## src/hw/rtl/ssq_pkg.sv

```systemverilog
package ssq_pkg;

    localparam int MAX_SAMPLES_DEF = 64;
    localparam int DATA_W          = 32;
    localparam int COUNT_OUT_W     = 7;
    localparam int FRAC_W          = 7;
    localparam int PROD_W          = FRAC_W + DATA_W;
    localparam int HUNDRED         = 100;
    localparam int FIFO_DEPTH      = 4;
    localparam int NUM_Q           = 4;

    // Percentile points in hundredths: 10th, 50th, 90th and 95th.
    localparam logic [FRAC_W-1:0] PCT [NUM_Q] = '{7'd10, 7'd50, 7'd90, 7'd95};

    typedef enum logic [1:0] {
        K_CLOSE_ONLY = 2'd0,
        K_INSERT     = 2'd1,
        K_NON_FINITE = 2'd2,
        K_OVERFLOW   = 2'd3
    } t_kind;

    typedef enum logic [1:0] {
        ST_OK         = 2'd0,
        ST_NON_FINITE = 2'd1,
        ST_OVERFLOW   = 2'd2
    } t_status;

    typedef struct packed {
        t_kind              kind;
        logic               last;
        logic [DATA_W-1:0]  value;
    } t_cmd;

    typedef struct packed {
        logic full;
        logic empty;
    } t_q_flags;

    typedef enum logic [3:0] {
        B_IDLE,
        B_EXEC,
        B_INS_CMP,
        B_INS_WR,
        B_CLOSE,
        B_MIN,
        B_MAX,
        B_Q_NUM,
        B_Q_DIV1,
        B_Q_LO,
        B_Q_HI,
        B_Q_DIV2S,
        B_Q_DIV2,
        B_OUT
    } t_bstate;

endpackage

```

## src/hw/rtl/ssq_fifo.sv

```systemverilog
module ssq_fifo (
    input  logic              i_clk,
    input  logic              i_rst_n,
    input  logic              i_push,
    input  ssq_pkg::t_cmd     i_cmd,
    input  logic              i_pop,
    output ssq_pkg::t_cmd     o_head,
    output ssq_pkg::t_q_flags o_flags
);

    localparam int PW = $clog2(ssq_pkg::FIFO_DEPTH);
    localparam int LW = $clog2(ssq_pkg::FIFO_DEPTH + 1);

    ssq_pkg::t_cmd  r_entries [ssq_pkg::FIFO_DEPTH];
    logic [PW-1:0]  r_wp;
    logic [PW-1:0]  r_rp;
    logic [LW-1:0]  r_level;
    logic           do_push;
    logic           do_pop;

    assign do_push = i_push && !o_flags.full;
    assign do_pop  = i_pop && !o_flags.empty;

    always_ff @(posedge i_clk) begin
        if (!i_rst_n) begin
            r_wp    <= '0;
            r_rp    <= '0;
            r_level <= '0;
        end else begin
            if (do_push) begin
                r_wp <= r_wp + 1'b1;
            end
            if (do_pop) begin
                r_rp <= r_rp + 1'b1;
            end
            if (do_push && !do_pop) begin
                r_level <= r_level + 1'b1;
            end else if (do_pop && !do_push) begin
                r_level <= r_level - 1'b1;
            end
        end
    end

    always_ff @(posedge i_clk) begin
        if (do_push) begin
            r_entries[r_wp] <= i_cmd;
        end
    end

    assign o_head        = r_entries[r_rp];
    assign o_flags.full  = (r_level == LW'(ssq_pkg::FIFO_DEPTH));
    assign o_flags.empty = (r_level == '0);

endmodule

```

## src/hw/rtl/ssq_front.sv

```systemverilog
module ssq_front #(
    parameter int MAX_SAMPLES = ssq_pkg::MAX_SAMPLES_DEF
) (
    input  logic                       i_clk,
    input  logic                       i_rst_n,
    input  logic                       i_start,
    input  logic                       i_has_sample,
    input  logic [ssq_pkg::DATA_W-1:0] i_sample_value,
    input  logic                       i_sample_not_finite,
    input  logic                       i_last_of_set,
    input  ssq_pkg::t_q_flags          i_q_flags,
    output logic                       o_busy,
    output logic                       o_push,
    output ssq_pkg::t_cmd              o_cmd
);

    localparam int CW = $clog2(MAX_SAMPLES + 1);

    logic [CW-1:0]  r_fcount;
    logic [CW-1:0]  n_fcount;
    logic           accept;
    ssq_pkg::t_kind kind;

    assign o_busy = i_q_flags.full;
    assign accept = i_start && !o_busy;

    always_comb begin
        if (!i_has_sample) begin
            kind = ssq_pkg::K_CLOSE_ONLY;
        end else if (i_sample_not_finite) begin
            kind = ssq_pkg::K_NON_FINITE;
        end else if (r_fcount >= CW'(MAX_SAMPLES)) begin
            kind = ssq_pkg::K_OVERFLOW;
        end else begin
            kind = ssq_pkg::K_INSERT;
        end
    end

    always_comb begin
        n_fcount = r_fcount;
        if (accept && i_last_of_set) begin
            n_fcount = '0;
        end else if (accept && kind == ssq_pkg::K_INSERT) begin
            n_fcount = r_fcount + 1'b1;
        end
    end

    always_ff @(posedge i_clk) begin
        if (!i_rst_n) begin
            r_fcount <= '0;
        end else begin
            r_fcount <= n_fcount;
        end
    end

    assign o_push      = accept && (i_has_sample || i_last_of_set);
    assign o_cmd.kind  = kind;
    assign o_cmd.last  = i_last_of_set;
    assign o_cmd.value = i_sample_value;

endmodule

```

## src/hw/rtl/ssq_div100.sv

```systemverilog
module ssq_div100 (
    input  logic                       i_clk,
    input  logic                       i_rst_n,
    input  logic                       i_start,
    input  logic [ssq_pkg::PROD_W-1:0] i_dividend,
    output logic                       o_done,
    output logic [ssq_pkg::PROD_W-1:0] o_quotient,
    output logic [ssq_pkg::FRAC_W-1:0] o_remainder
);

    localparam int W  = ssq_pkg::PROD_W;
    localparam int RW = ssq_pkg::FRAC_W;
    localparam int LW = 16;
    localparam int GW = W - LW;
    localparam int SH = 30;
    localparam int MW = 24;
    localparam int XW = GW + MW;
    localparam logic [MW-1:0] RECIP =
        MW'(((64'd1 << SH) + 64'(ssq_pkg::HUNDRED - 1)) / 64'(ssq_pkg::HUNDRED));

    logic [3:0]    r_phase;
    logic          r_done;
    logic [GW-1:0] r_digit;
    logic [LW-1:0] r_low;
    logic [XW-1:0] r_prod;
    logic [GW-1:0] r_qh;
    logic [LW-1:0] r_ql;
    logic [RW-1:0] r_rem;
    logic [GW-1:0] q_digit;
    logic [GW-1:0] rem_full;
    logic [RW-1:0] rem_digit;

    // The dividend is divided as two digits: the upper bits first, then the remainder joined
    // with the lower sixteen bits. Each digit is below 2^23, where the reciprocal is exact.
    assign q_digit   = GW'(r_prod[XW-1:SH]);
    assign rem_full  = r_digit - q_digit * GW'(ssq_pkg::HUNDRED);
    assign rem_digit = rem_full[RW-1:0];

    always_ff @(posedge i_clk) begin
        if (!i_rst_n) begin
            r_phase <= '0;
            r_done  <= 1'b0;
        end else begin
            r_phase <= i_start ? 4'b0001 : {r_phase[2:0], 1'b0};
            r_done  <= r_phase[3];
        end
    end

    always_ff @(posedge i_clk) begin
        if (i_start) begin
            r_digit <= i_dividend[W-1:LW];
            r_low   <= i_dividend[LW-1:0];
        end else if (r_phase[1]) begin
            r_digit <= {rem_digit, r_low};
        end
        if (r_phase[0] || r_phase[2]) begin
            r_prod <= XW'(r_digit) * XW'(RECIP);
        end
        if (r_phase[1]) begin
            r_qh <= q_digit;
        end
        if (r_phase[3]) begin
            r_ql  <= q_digit[LW-1:0];
            r_rem <= rem_digit;
        end
    end

    assign o_done      = r_done;
    assign o_quotient  = {r_qh, r_ql};
    assign o_remainder = r_rem;

endmodule

```

## src/hw/rtl/ssq_back.sv

```systemverilog
module ssq_back #(
    parameter int MAX_SAMPLES = ssq_pkg::MAX_SAMPLES_DEF
) (
    input  logic                              i_clk,
    input  logic                              i_rst_n,
    input  ssq_pkg::t_cmd                     i_head,
    input  ssq_pkg::t_q_flags                 i_q_flags,
    output logic                              o_pop,
    output logic                              o_result_strobe,
    output logic [1:0]                        o_status,
    output logic                              o_set_valid,
    output logic [ssq_pkg::COUNT_OUT_W-1:0]   o_sample_count,
    output logic signed [ssq_pkg::DATA_W-1:0] o_minimum_value,
    output logic signed [ssq_pkg::DATA_W-1:0] o_tenth_percentile,
    output logic signed [ssq_pkg::DATA_W-1:0] o_median_value,
    output logic signed [ssq_pkg::DATA_W-1:0] o_ninetieth_percentile,
    output logic signed [ssq_pkg::DATA_W-1:0] o_ninety_fifth_percentile,
    output logic signed [ssq_pkg::DATA_W-1:0] o_maximum_value
);

    localparam int DW  = ssq_pkg::DATA_W;
    localparam int PW  = ssq_pkg::PROD_W;
    localparam int FW  = ssq_pkg::FRAC_W;
    localparam int NQ  = ssq_pkg::NUM_Q;
    localparam int CW  = $clog2(MAX_SAMPLES + 1);
    localparam int AW  = $clog2(MAX_SAMPLES);
    localparam int QW  = $clog2(NQ);
    localparam int NMW = AW + FW;

    ssq_pkg::t_bstate r_state;
    ssq_pkg::t_bstate n_state;

    logic [DW-1:0]          r_mem [MAX_SAMPLES];
    logic [DW-1:0]          r_rdata;
    logic                   mem_we;
    logic [AW-1:0]          mem_wa;
    logic [DW-1:0]          mem_wd;
    logic [AW-1:0]          rd_addr;

    ssq_pkg::t_cmd          r_cmd;
    ssq_pkg::t_cmd          n_cmd;
    logic [CW-1:0]          r_count;
    logic [CW-1:0]          n_count;
    logic                   r_nf;
    logic                   n_nf;
    logic                   r_ovf;
    logic                   n_ovf;
    logic [AW-1:0]          r_pos;
    logic [AW-1:0]          n_pos;
    logic [QW-1:0]          r_qi;
    logic [QW-1:0]          n_qi;
    logic [AW-1:0]          r_lower;
    logic [AW-1:0]          n_lower;
    logic [FW-1:0]          r_frac;
    logic [FW-1:0]          n_frac;
    logic [DW-1:0]          r_lo;
    logic [DW-1:0]          n_lo;
    logic [PW-1:0]          r_prod;
    logic [PW-1:0]          n_prod;
    ssq_pkg::t_status       r_status;
    ssq_pkg::t_status       n_status;
    logic                   r_set_valid;
    logic                   n_set_valid;
    logic [ssq_pkg::COUNT_OUT_W-1:0] r_out_count;
    logic [ssq_pkg::COUNT_OUT_W-1:0] n_out_count;
    logic [DW-1:0]          r_min;
    logic [DW-1:0]          n_min;
    logic [DW-1:0]          r_max;
    logic [DW-1:0]          n_max;
    logic [DW-1:0]          r_q [NQ];
    logic [DW-1:0]          n_q [NQ];

    logic                   div_start;
    logic [PW-1:0]          div_dividend;
    logic                   div_done;
    logic [PW-1:0]          div_quot;
    logic [FW-1:0]          div_rem;

    logic                   greater;
    logic                   set_ok;
    logic [AW-1:0]          last_idx;
    logic [NMW-1:0]         num;
    logic [DW-1:0]          diff;

    assign greater  = $signed(r_rdata) > $signed(r_cmd.value);
    assign set_ok   = !r_nf && !r_ovf;
    assign last_idx = AW'(r_count - 1'b1);
    assign num      = NMW'(ssq_pkg::PCT[r_qi]) * NMW'(last_idx);
    assign diff     = r_rdata - r_lo;

    ssq_div100 u_div (
        .i_clk       (i_clk),
        .i_rst_n     (i_rst_n),
        .i_start     (div_start),
        .i_dividend  (div_dividend),
        .o_done      (div_done),
        .o_quotient  (div_quot),
        .o_remainder (div_rem)
    );

    always_comb begin
        n_state = r_state;
        case (r_state)
            ssq_pkg::B_IDLE: begin
                if (!i_q_flags.empty) begin
                    n_state = ssq_pkg::B_EXEC;
                end
            end
            ssq_pkg::B_EXEC: begin
                if (r_cmd.kind == ssq_pkg::K_INSERT && r_count != '0) begin
                    n_state = ssq_pkg::B_INS_CMP;
                end else if (r_cmd.last) begin
                    n_state = ssq_pkg::B_CLOSE;
                end else begin
                    n_state = ssq_pkg::B_IDLE;
                end
            end
            ssq_pkg::B_INS_CMP: begin
                if (greater) begin
                    if (r_pos == AW'(1)) begin
                        n_state = ssq_pkg::B_INS_WR;
                    end
                end else if (r_cmd.last) begin
                    n_state = ssq_pkg::B_CLOSE;
                end else begin
                    n_state = ssq_pkg::B_IDLE;
                end
            end
            ssq_pkg::B_INS_WR: begin
                n_state = r_cmd.last ? ssq_pkg::B_CLOSE : ssq_pkg::B_IDLE;
            end
            ssq_pkg::B_CLOSE: begin
                n_state = (set_ok && r_count != '0) ? ssq_pkg::B_MIN : ssq_pkg::B_OUT;
            end
            ssq_pkg::B_MIN: begin
                n_state = ssq_pkg::B_MAX;
            end
            ssq_pkg::B_MAX: begin
                n_state = ssq_pkg::B_Q_NUM;
            end
            ssq_pkg::B_Q_NUM: begin
                n_state = ssq_pkg::B_Q_DIV1;
            end
            ssq_pkg::B_Q_DIV1: begin
                if (div_done) begin
                    n_state = ssq_pkg::B_Q_LO;
                end
            end
            ssq_pkg::B_Q_LO: begin
                n_state = ssq_pkg::B_Q_HI;
            end
            ssq_pkg::B_Q_HI: begin
                if (r_frac != '0) begin
                    n_state = ssq_pkg::B_Q_DIV2S;
                end else if (r_qi == QW'(NQ - 1)) begin
                    n_state = ssq_pkg::B_OUT;
                end else begin
                    n_state = ssq_pkg::B_Q_NUM;
                end
            end
            ssq_pkg::B_Q_DIV2S: begin
                n_state = ssq_pkg::B_Q_DIV2;
            end
            ssq_pkg::B_Q_DIV2: begin
                if (div_done) begin
                    n_state = (r_qi == QW'(NQ - 1)) ? ssq_pkg::B_OUT : ssq_pkg::B_Q_NUM;
                end
            end
            ssq_pkg::B_OUT: begin
                n_state = ssq_pkg::B_IDLE;
            end
            default: begin
                n_state = ssq_pkg::B_IDLE;
            end
        endcase
    end

    always_comb begin
        o_pop        = 1'b0;
        mem_we       = 1'b0;
        mem_wa       = r_pos;
        mem_wd       = r_cmd.value;
        rd_addr      = '0;
        div_start    = 1'b0;
        div_dividend = r_prod;
        n_cmd        = r_cmd;
        n_count      = r_count;
        n_nf         = r_nf;
        n_ovf        = r_ovf;
        n_pos        = r_pos;
        n_qi         = r_qi;
        n_lower      = r_lower;
        n_frac       = r_frac;
        n_lo         = r_lo;
        n_prod       = r_prod;
        n_status     = r_status;
        n_set_valid  = r_set_valid;
        n_out_count  = r_out_count;
        n_min        = r_min;
        n_max        = r_max;
        n_q          = r_q;
        case (r_state)
            ssq_pkg::B_IDLE: begin
                if (!i_q_flags.empty) begin
                    o_pop = 1'b1;
                    n_cmd = i_head;
                end
            end
            ssq_pkg::B_EXEC: begin
                case (r_cmd.kind)
                    ssq_pkg::K_NON_FINITE: begin
                        n_nf = 1'b1;
                    end
                    ssq_pkg::K_OVERFLOW: begin
                        n_ovf = 1'b1;
                    end
                    ssq_pkg::K_INSERT: begin
                        if (r_count == '0) begin
                            mem_we  = 1'b1;
                            mem_wa  = '0;
                            n_count = r_count + 1'b1;
                        end else begin
                            rd_addr = last_idx;
                            n_pos   = AW'(r_count);
                        end
                    end
                    default: begin
                    end
                endcase
            end
            ssq_pkg::B_INS_CMP: begin
                mem_we = 1'b1;
                if (greater) begin
                    mem_wd  = r_rdata;
                    n_pos   = r_pos - 1'b1;
                    rd_addr = r_pos - AW'(2);
                end else begin
                    n_count = r_count + 1'b1;
                end
            end
            ssq_pkg::B_INS_WR: begin
                mem_we  = 1'b1;
                mem_wa  = '0;
                n_count = r_count + 1'b1;
            end
            ssq_pkg::B_CLOSE: begin
                if (r_nf) begin
                    n_status = ssq_pkg::ST_NON_FINITE;
                end else if (r_ovf) begin
                    n_status = ssq_pkg::ST_OVERFLOW;
                end else begin
                    n_status = ssq_pkg::ST_OK;
                end
                n_set_valid = set_ok && r_count != '0;
                n_out_count = set_ok ? ssq_pkg::COUNT_OUT_W'(r_count) : '0;
                n_min       = '0;
                n_max       = '0;
                for (int i = 0; i < NQ; i++) begin
                    n_q[i] = '0;
                end
                rd_addr = '0;
            end
            ssq_pkg::B_MIN: begin
                n_min   = r_rdata;
                rd_addr = last_idx;
            end
            ssq_pkg::B_MAX: begin
                n_max = r_rdata;
                n_qi  = '0;
            end
            ssq_pkg::B_Q_NUM: begin
                div_start    = 1'b1;
                div_dividend = PW'(num);
            end
            ssq_pkg::B_Q_DIV1: begin
                if (div_done) begin
                    n_lower = div_quot[AW-1:0];
                    n_frac  = div_rem;
                    rd_addr = div_quot[AW-1:0];
                end
            end
            ssq_pkg::B_Q_LO: begin
                n_lo    = r_rdata;
                rd_addr = r_lower + 1'b1;
            end
            ssq_pkg::B_Q_HI: begin
                if (r_frac != '0) begin
                    n_prod = PW'(r_frac) * PW'(diff);
                end else begin
                    n_q[r_qi] = r_lo;
                    if (r_qi != QW'(NQ - 1)) begin
                        n_qi = r_qi + 1'b1;
                    end
                end
            end
            ssq_pkg::B_Q_DIV2S: begin
                div_start = 1'b1;
            end
            ssq_pkg::B_Q_DIV2: begin
                if (div_done) begin
                    n_q[r_qi] = r_lo + div_quot[DW-1:0];
                    if (r_qi != QW'(NQ - 1)) begin
                        n_qi = r_qi + 1'b1;
                    end
                end
            end
            ssq_pkg::B_OUT: begin
                n_count = '0;
                n_nf    = 1'b0;
                n_ovf   = 1'b0;
            end
            default: begin
            end
        endcase
    end

    always_ff @(posedge i_clk) begin
        if (!i_rst_n) begin
            r_state <= ssq_pkg::B_IDLE;
            r_count <= '0;
            r_nf    <= 1'b0;
            r_ovf   <= 1'b0;
        end else begin
            r_state <= n_state;
            r_count <= n_count;
            r_nf    <= n_nf;
            r_ovf   <= n_ovf;
        end
    end

    always_ff @(posedge i_clk) begin
        r_cmd       <= n_cmd;
        r_pos       <= n_pos;
        r_qi        <= n_qi;
        r_lower     <= n_lower;
        r_frac      <= n_frac;
        r_lo        <= n_lo;
        r_prod      <= n_prod;
        r_status    <= n_status;
        r_set_valid <= n_set_valid;
        r_out_count <= n_out_count;
        r_min       <= n_min;
        r_max       <= n_max;
        r_q         <= n_q;
    end

    always_ff @(posedge i_clk) begin
        if (mem_we) begin
            r_mem[mem_wa] <= mem_wd;
        end
        r_rdata <= r_mem[rd_addr];
    end

    assign o_result_strobe           = (r_state == ssq_pkg::B_OUT);
    assign o_status                  = r_status;
    assign o_set_valid               = r_set_valid;
    assign o_sample_count            = r_out_count;
    assign o_minimum_value           = r_min;
    assign o_tenth_percentile        = r_q[0];
    assign o_median_value            = r_q[1];
    assign o_ninetieth_percentile    = r_q[2];
    assign o_ninety_fifth_percentile = r_q[3];
    assign o_maximum_value           = r_max;

    a_count_bound: assert property (@(posedge i_clk) disable iff (!i_rst_n)
        r_count <= CW'(MAX_SAMPLES))
        else $error("sample store holds more entries than it has room for");

    a_valid_ordered: assert property (@(posedge i_clk) disable iff (!i_rst_n)
        o_result_strobe && o_set_valid |->
            o_status == ssq_pkg::ST_OK &&
            $signed(o_minimum_value) <= $signed(o_median_value) &&
            $signed(o_median_value) <= $signed(o_maximum_value))
        else $error("valid result is not ordered or has error status");

    a_error_zero: assert property (@(posedge i_clk) disable iff (!i_rst_n)
        o_result_strobe && o_status != ssq_pkg::ST_OK |->
            !o_set_valid && o_sample_count == '0 && o_minimum_value == '0 &&
            o_maximum_value == '0)
        else $error("error result carries non-zero fields");

    a_set_cleared: assert property (@(posedge i_clk) disable iff (!i_rst_n)
        o_result_strobe |=> r_count == '0 && !r_nf && !r_ovf)
        else $error("set state not cleared after a result");

    a_insert_walk: assert property (@(posedge i_clk) disable iff (!i_rst_n)
        r_state == ssq_pkg::B_INS_CMP |-> r_pos != '0 && r_cmd.kind == ssq_pkg::K_INSERT)
        else $error("insertion walk reached an invalid position");

endmodule

```

## src/hw/rtl/sorted_sample_quantiles.sv

```systemverilog
// Sample requests are taken whenever busy is low, one per clock, into a four-entry queue; busy
// rises only when that queue is full. Each sample is sorted into a store with one write and one
// read port by walking down from the top, moving every stored sample larger than it up by one
// place. Closing a set reads the extremes and then computes the four percentiles one after
// another through one shared divide-by-100 unit: a percentile that falls between two samples
// needs a second division to interpolate between them, one that falls on a stored sample does
// not; a set with an error or with no samples skips these steps and gives its result straight
// from the close. The result is shown for exactly one clock with o_result_strobe high and
// cannot be held off by the receiver, so it must be captured in that cycle.
module sorted_sample_quantiles #(
    parameter int MAX_SAMPLES = ssq_pkg::MAX_SAMPLES_DEF
) (
    input  logic                              i_clk,
    input  logic                              i_rst_n,
    input  logic                              start,
    output logic                              busy,
    input  logic                              i_has_sample,
    input  logic signed [ssq_pkg::DATA_W-1:0] i_sample_value,
    input  logic                              i_sample_not_finite,
    input  logic                              i_last_of_set,
    output logic                              o_result_strobe,
    output logic [1:0]                        o_status,
    output logic                              o_set_valid,
    output logic [ssq_pkg::COUNT_OUT_W-1:0]   o_sample_count,
    output logic signed [ssq_pkg::DATA_W-1:0] o_minimum_value,
    output logic signed [ssq_pkg::DATA_W-1:0] o_tenth_percentile,
    output logic signed [ssq_pkg::DATA_W-1:0] o_median_value,
    output logic signed [ssq_pkg::DATA_W-1:0] o_ninetieth_percentile,
    output logic signed [ssq_pkg::DATA_W-1:0] o_ninety_fifth_percentile,
    output logic signed [ssq_pkg::DATA_W-1:0] o_maximum_value
);

    ssq_pkg::t_q_flags q_flags;
    ssq_pkg::t_cmd     push_cmd;
    ssq_pkg::t_cmd     head_cmd;
    logic              push;
    logic              pop;

    ssq_front #(
        .MAX_SAMPLES (MAX_SAMPLES)
    ) u_front (
        .i_clk               (i_clk),
        .i_rst_n             (i_rst_n),
        .i_start             (start),
        .i_has_sample        (i_has_sample),
        .i_sample_value      (i_sample_value),
        .i_sample_not_finite (i_sample_not_finite),
        .i_last_of_set       (i_last_of_set),
        .i_q_flags           (q_flags),
        .o_busy              (busy),
        .o_push              (push),
        .o_cmd               (push_cmd)
    );

    ssq_fifo u_fifo (
        .i_clk   (i_clk),
        .i_rst_n (i_rst_n),
        .i_push  (push),
        .i_cmd   (push_cmd),
        .i_pop   (pop),
        .o_head  (head_cmd),
        .o_flags (q_flags)
    );

    ssq_back #(
        .MAX_SAMPLES (MAX_SAMPLES)
    ) u_back (
        .i_clk                     (i_clk),
        .i_rst_n                   (i_rst_n),
        .i_head                    (head_cmd),
        .i_q_flags                 (q_flags),
        .o_pop                     (pop),
        .o_result_strobe           (o_result_strobe),
        .o_status                  (o_status),
        .o_set_valid               (o_set_valid),
        .o_sample_count            (o_sample_count),
        .o_minimum_value           (o_minimum_value),
        .o_tenth_percentile        (o_tenth_percentile),
        .o_median_value            (o_median_value),
        .o_ninetieth_percentile    (o_ninetieth_percentile),
        .o_ninety_fifth_percentile (o_ninety_fifth_percentile),
        .o_maximum_value           (o_maximum_value)
    );

endmodule
```

## config.mk

```make
export PLATFORM = sky130hd
export DESIGN_NAME = sorted_sample_quantiles
export DESIGN_NICKNAME = d
export VERILOG_FILES = /design/src/hw/rtl/ssq_pkg.sv /design/src/hw/rtl/ssq_fifo.sv /design/src/hw/rtl/ssq_front.sv /design/src/hw/rtl/ssq_div100.sv /design/src/hw/rtl/ssq_back.sv /design/src/hw/rtl/sorted_sample_quantiles.sv
export SDC_FILE = /design/constraint.sdc
export NUM_CORES = 2
export LEC_CHECK = 0
export CAP_MARGIN = 5
export CORE_ASPECT_RATIO = 0.75
export CORE_UTILIZATION = 55
export DETAILED_ROUTE_END_ITERATION = 12
export DONT_BUFFER_PORTS = 1
export HOLD_SLACK_MARGIN = 0.02
export PLACE_DENSITY_LB_ADDON = 0.3
export SYNTH_ARGS = -nofsm -noshare
export SYNTH_HDL_FRONTEND = slang
export SYNTH_HIERARCHICAL = 1
export SYNTH_SLANG_ARGS = --single-unit
```

## constraint.sdc

```tcl
create_clock -name i_clk -period 9.4 [get_ports i_clk]
set_input_delay 0.94 -clock i_clk [delete_from_list [all_inputs] [get_ports i_clk]]
set_output_delay 0.94 -clock i_clk [all_outputs]
set_load 0.02 [all_outputs]
```

==> results.cfg <==
[setup_path]
critical_path.startpoint_type = flip-flop
crit_path_max_fanout = 8
cp_common_cell = fa_1
worstPathArrival_ns = 9.44
cp_slowest_stage_delay_ns = 0.51
critical_path_class = reg2reg
cp_slowest_cell = fa_1
required_ns = 10.02
crit_path_end_kind = flip-flop

[worst_hold_path]
hold_class = in2reg

[power]
p_sw_share_pct = 41.2
ir_drop_uv = 1560
clkPwrFrac_pct = 18.2
power_density_nw_per_um2 = 397
power_switching_uw = 22500
internal-power_uw = 32100
p_comb_share_pct = 50.9
leakagePower_uw = 0.0510
p_seq_share_pct = 30.9

[route]
drtIter0Drc = 12800
wl_per_cell_um = 28.3
vias_per_cell = 6.31
drt-total-wl_mm = 367
drt_pass1_iterations = 8
antenna_left = 0
drc = 0
route.vias.total = 81900

[finish]
nets = 10600
area.growth.synth_to_final_pct = 10.2
final_common_cell = edfxtp_1
drive_above_1_share_pct = 8.28
final_cell_mix = edfxtp_1 (2611), nand2_1 (1977), nand3_1 (1081), inv_1 (580), ha_1 (432)
finalNonFillerCells = 13000
stdcell_area_sq_um = 138000
fill_cells = 16800

[clock_tree]
clock_sinks = 2677
htree_num_levels = 4
clock_latency_ns = 0.92
cts-root-buf = clkbuf_16
clockBufferDepth = 4
cts_tree = yes
cts_buffers = 248
hold_buffers = 0
clkTransAtPathRegs_ns = 0.07

[sta]
fin_crit_sh_pct = 93.8
relSlewSlack_pct = 8.13
fin_ws_ns = 0.584
clock-skew-final_ns = 0.0721
finalHoldViolCount = 0
fin_crit_ns = 8.82
fmax_ghz = 0.113
fin_setup_tns_ns = 0
worst_slew_pin_slew_ns = 1.38
slew_violations = 0
setup_violations = 0
rsz0062_at_grt = false

[global_route]
grt_pass1_vias = 76800
gr-usage-all-layers_pct = 31.6
grt_use_met3_pct = 9.98
grt.busiest_layer = met1
grt_first_pass_wirelength_mm = 528
antenna_found_initial = 24
use_met2_pct = 42.8
grt-ovfl-total = 0
grt_max_degree = 192
met1_usage_pct = 48.5

[yosys]
synth_warnings = 6
synthCells = 9795
synth_area_sq_um = 125000
syn_area_per_cell_sq_um = 12.8
syn-num-nets = 10600

[die]
die_w_um = 552
fp-row-count = 151
core_area_sq_um = 226000
dieHeight_um = 415
initial_utilization_pct = 55.4
fp.dieArea_sq_um = 229000
ios = 242

[place]
dp_hpwl_mm = 230
dp_cells = 12500
place.gp.congestion = 0.965
io_buffers = 0
place_ws_ns = 0.571
placed_area_sq_um = 130000

[status]
outcome = finished clean

[job]
cap_violations = 0
-- worst max-delay path: cells and delay by family, from the launching register on --
family,cells,cell delay (ns)
AO/OA/AOI/OAI,16,3.66
adder cells (fa/ha/maj),7,2.91
buffers and inverters,7,0.86
AND/OR/NAND/NOR,4,0.69
flip-flops,1,0.36
XOR/XNOR,1,0.08
-- power by group through the flow --
stage	sequential (uW)	combinational, uW	clock [uW]
2_1_floorplan	17200	19200	0
3_3_place_gp	17100	27100	0
3_5_place_dp	17100	27400	0
4_1_cts	16900	27600	10100
5_1_grt	16900	31000	10500
6_report	16900	27800	9970
-- cell type report --
type	instances	area [sq um]	share of cell area, %
clock buffers	309	6580	4.78
well taps	2983	3730	2.71
diodes	11	27.5	0.0200
repair buffers	251	2110	1.53
flip-flops and latches	2677	79700	57.9
inverters	580	2180	1.58
clock inverters	136	1340	0.972
multi-input cells	6021	42000	30.5
-- registers in the layout (all words and copies together), names as in the netlist, 23 cells and up, named ones only --
register                          flops
u_back/r_lo                          32
u_back/o_ninety_fifth_percentile     32
u_fifo/r_entries                    140
u_back/r_rdata                       32
u_back/r_mem                       2048
u_back/o_tenth_percentile            32
u_back/r_cmd                         35
u_back/o_minimum_value               32
u_back/o_median_value                32
u_back/r_prod                        39
u_back/o_maximum_value               32
u_back/u_div/r_digit                 23
u_back/o_ninetieth_percentile        32
-- what timing repair did --
action	4_1_cts	5_1_grt
setup buffers	0	0
gates resized for setup	0	1
setup endpoints to repair	0	1
-- routing by layer --
metal | wire (um) | share of wire [%]
met4 | 11400 | 3.1
met2 | 149000 | 41
met5 | 271 | 0.074
met1 | 149000 | 41
met3 | 56600 | 15
-- through the flow --
stage	utilization, %	hold WS, ns	total power, uW
2_1_floorplan	-	0.400	36500
3_3_place_gp	57.4	0.403	44200
3_5_place_dp	57.4	0.410	44500
4_1_cts	60.9	0.0991	54500
5_1_grt	61.0	0.120	58400
6_report	61.0	0.153	54700
-- worst paths after layout --
path	slack, ns	start	cells after the start	end
hold reg to reg	0.43	u_back/u_div/o_remainder[6]	0	u_back/r_frac[6]
hold / removal	0.15	i_sample_value[16]	0	u_fifo/r_entries[1][16]
setup / recovery	0.58	u_back/r_rdata[0]	35	u_back/r_prod[38]
setup reg to reg	0.58	u_back/r_rdata[0]	35	u_back/r_prod[38]
No activity file was read; power rests on OpenSTA's default activity.
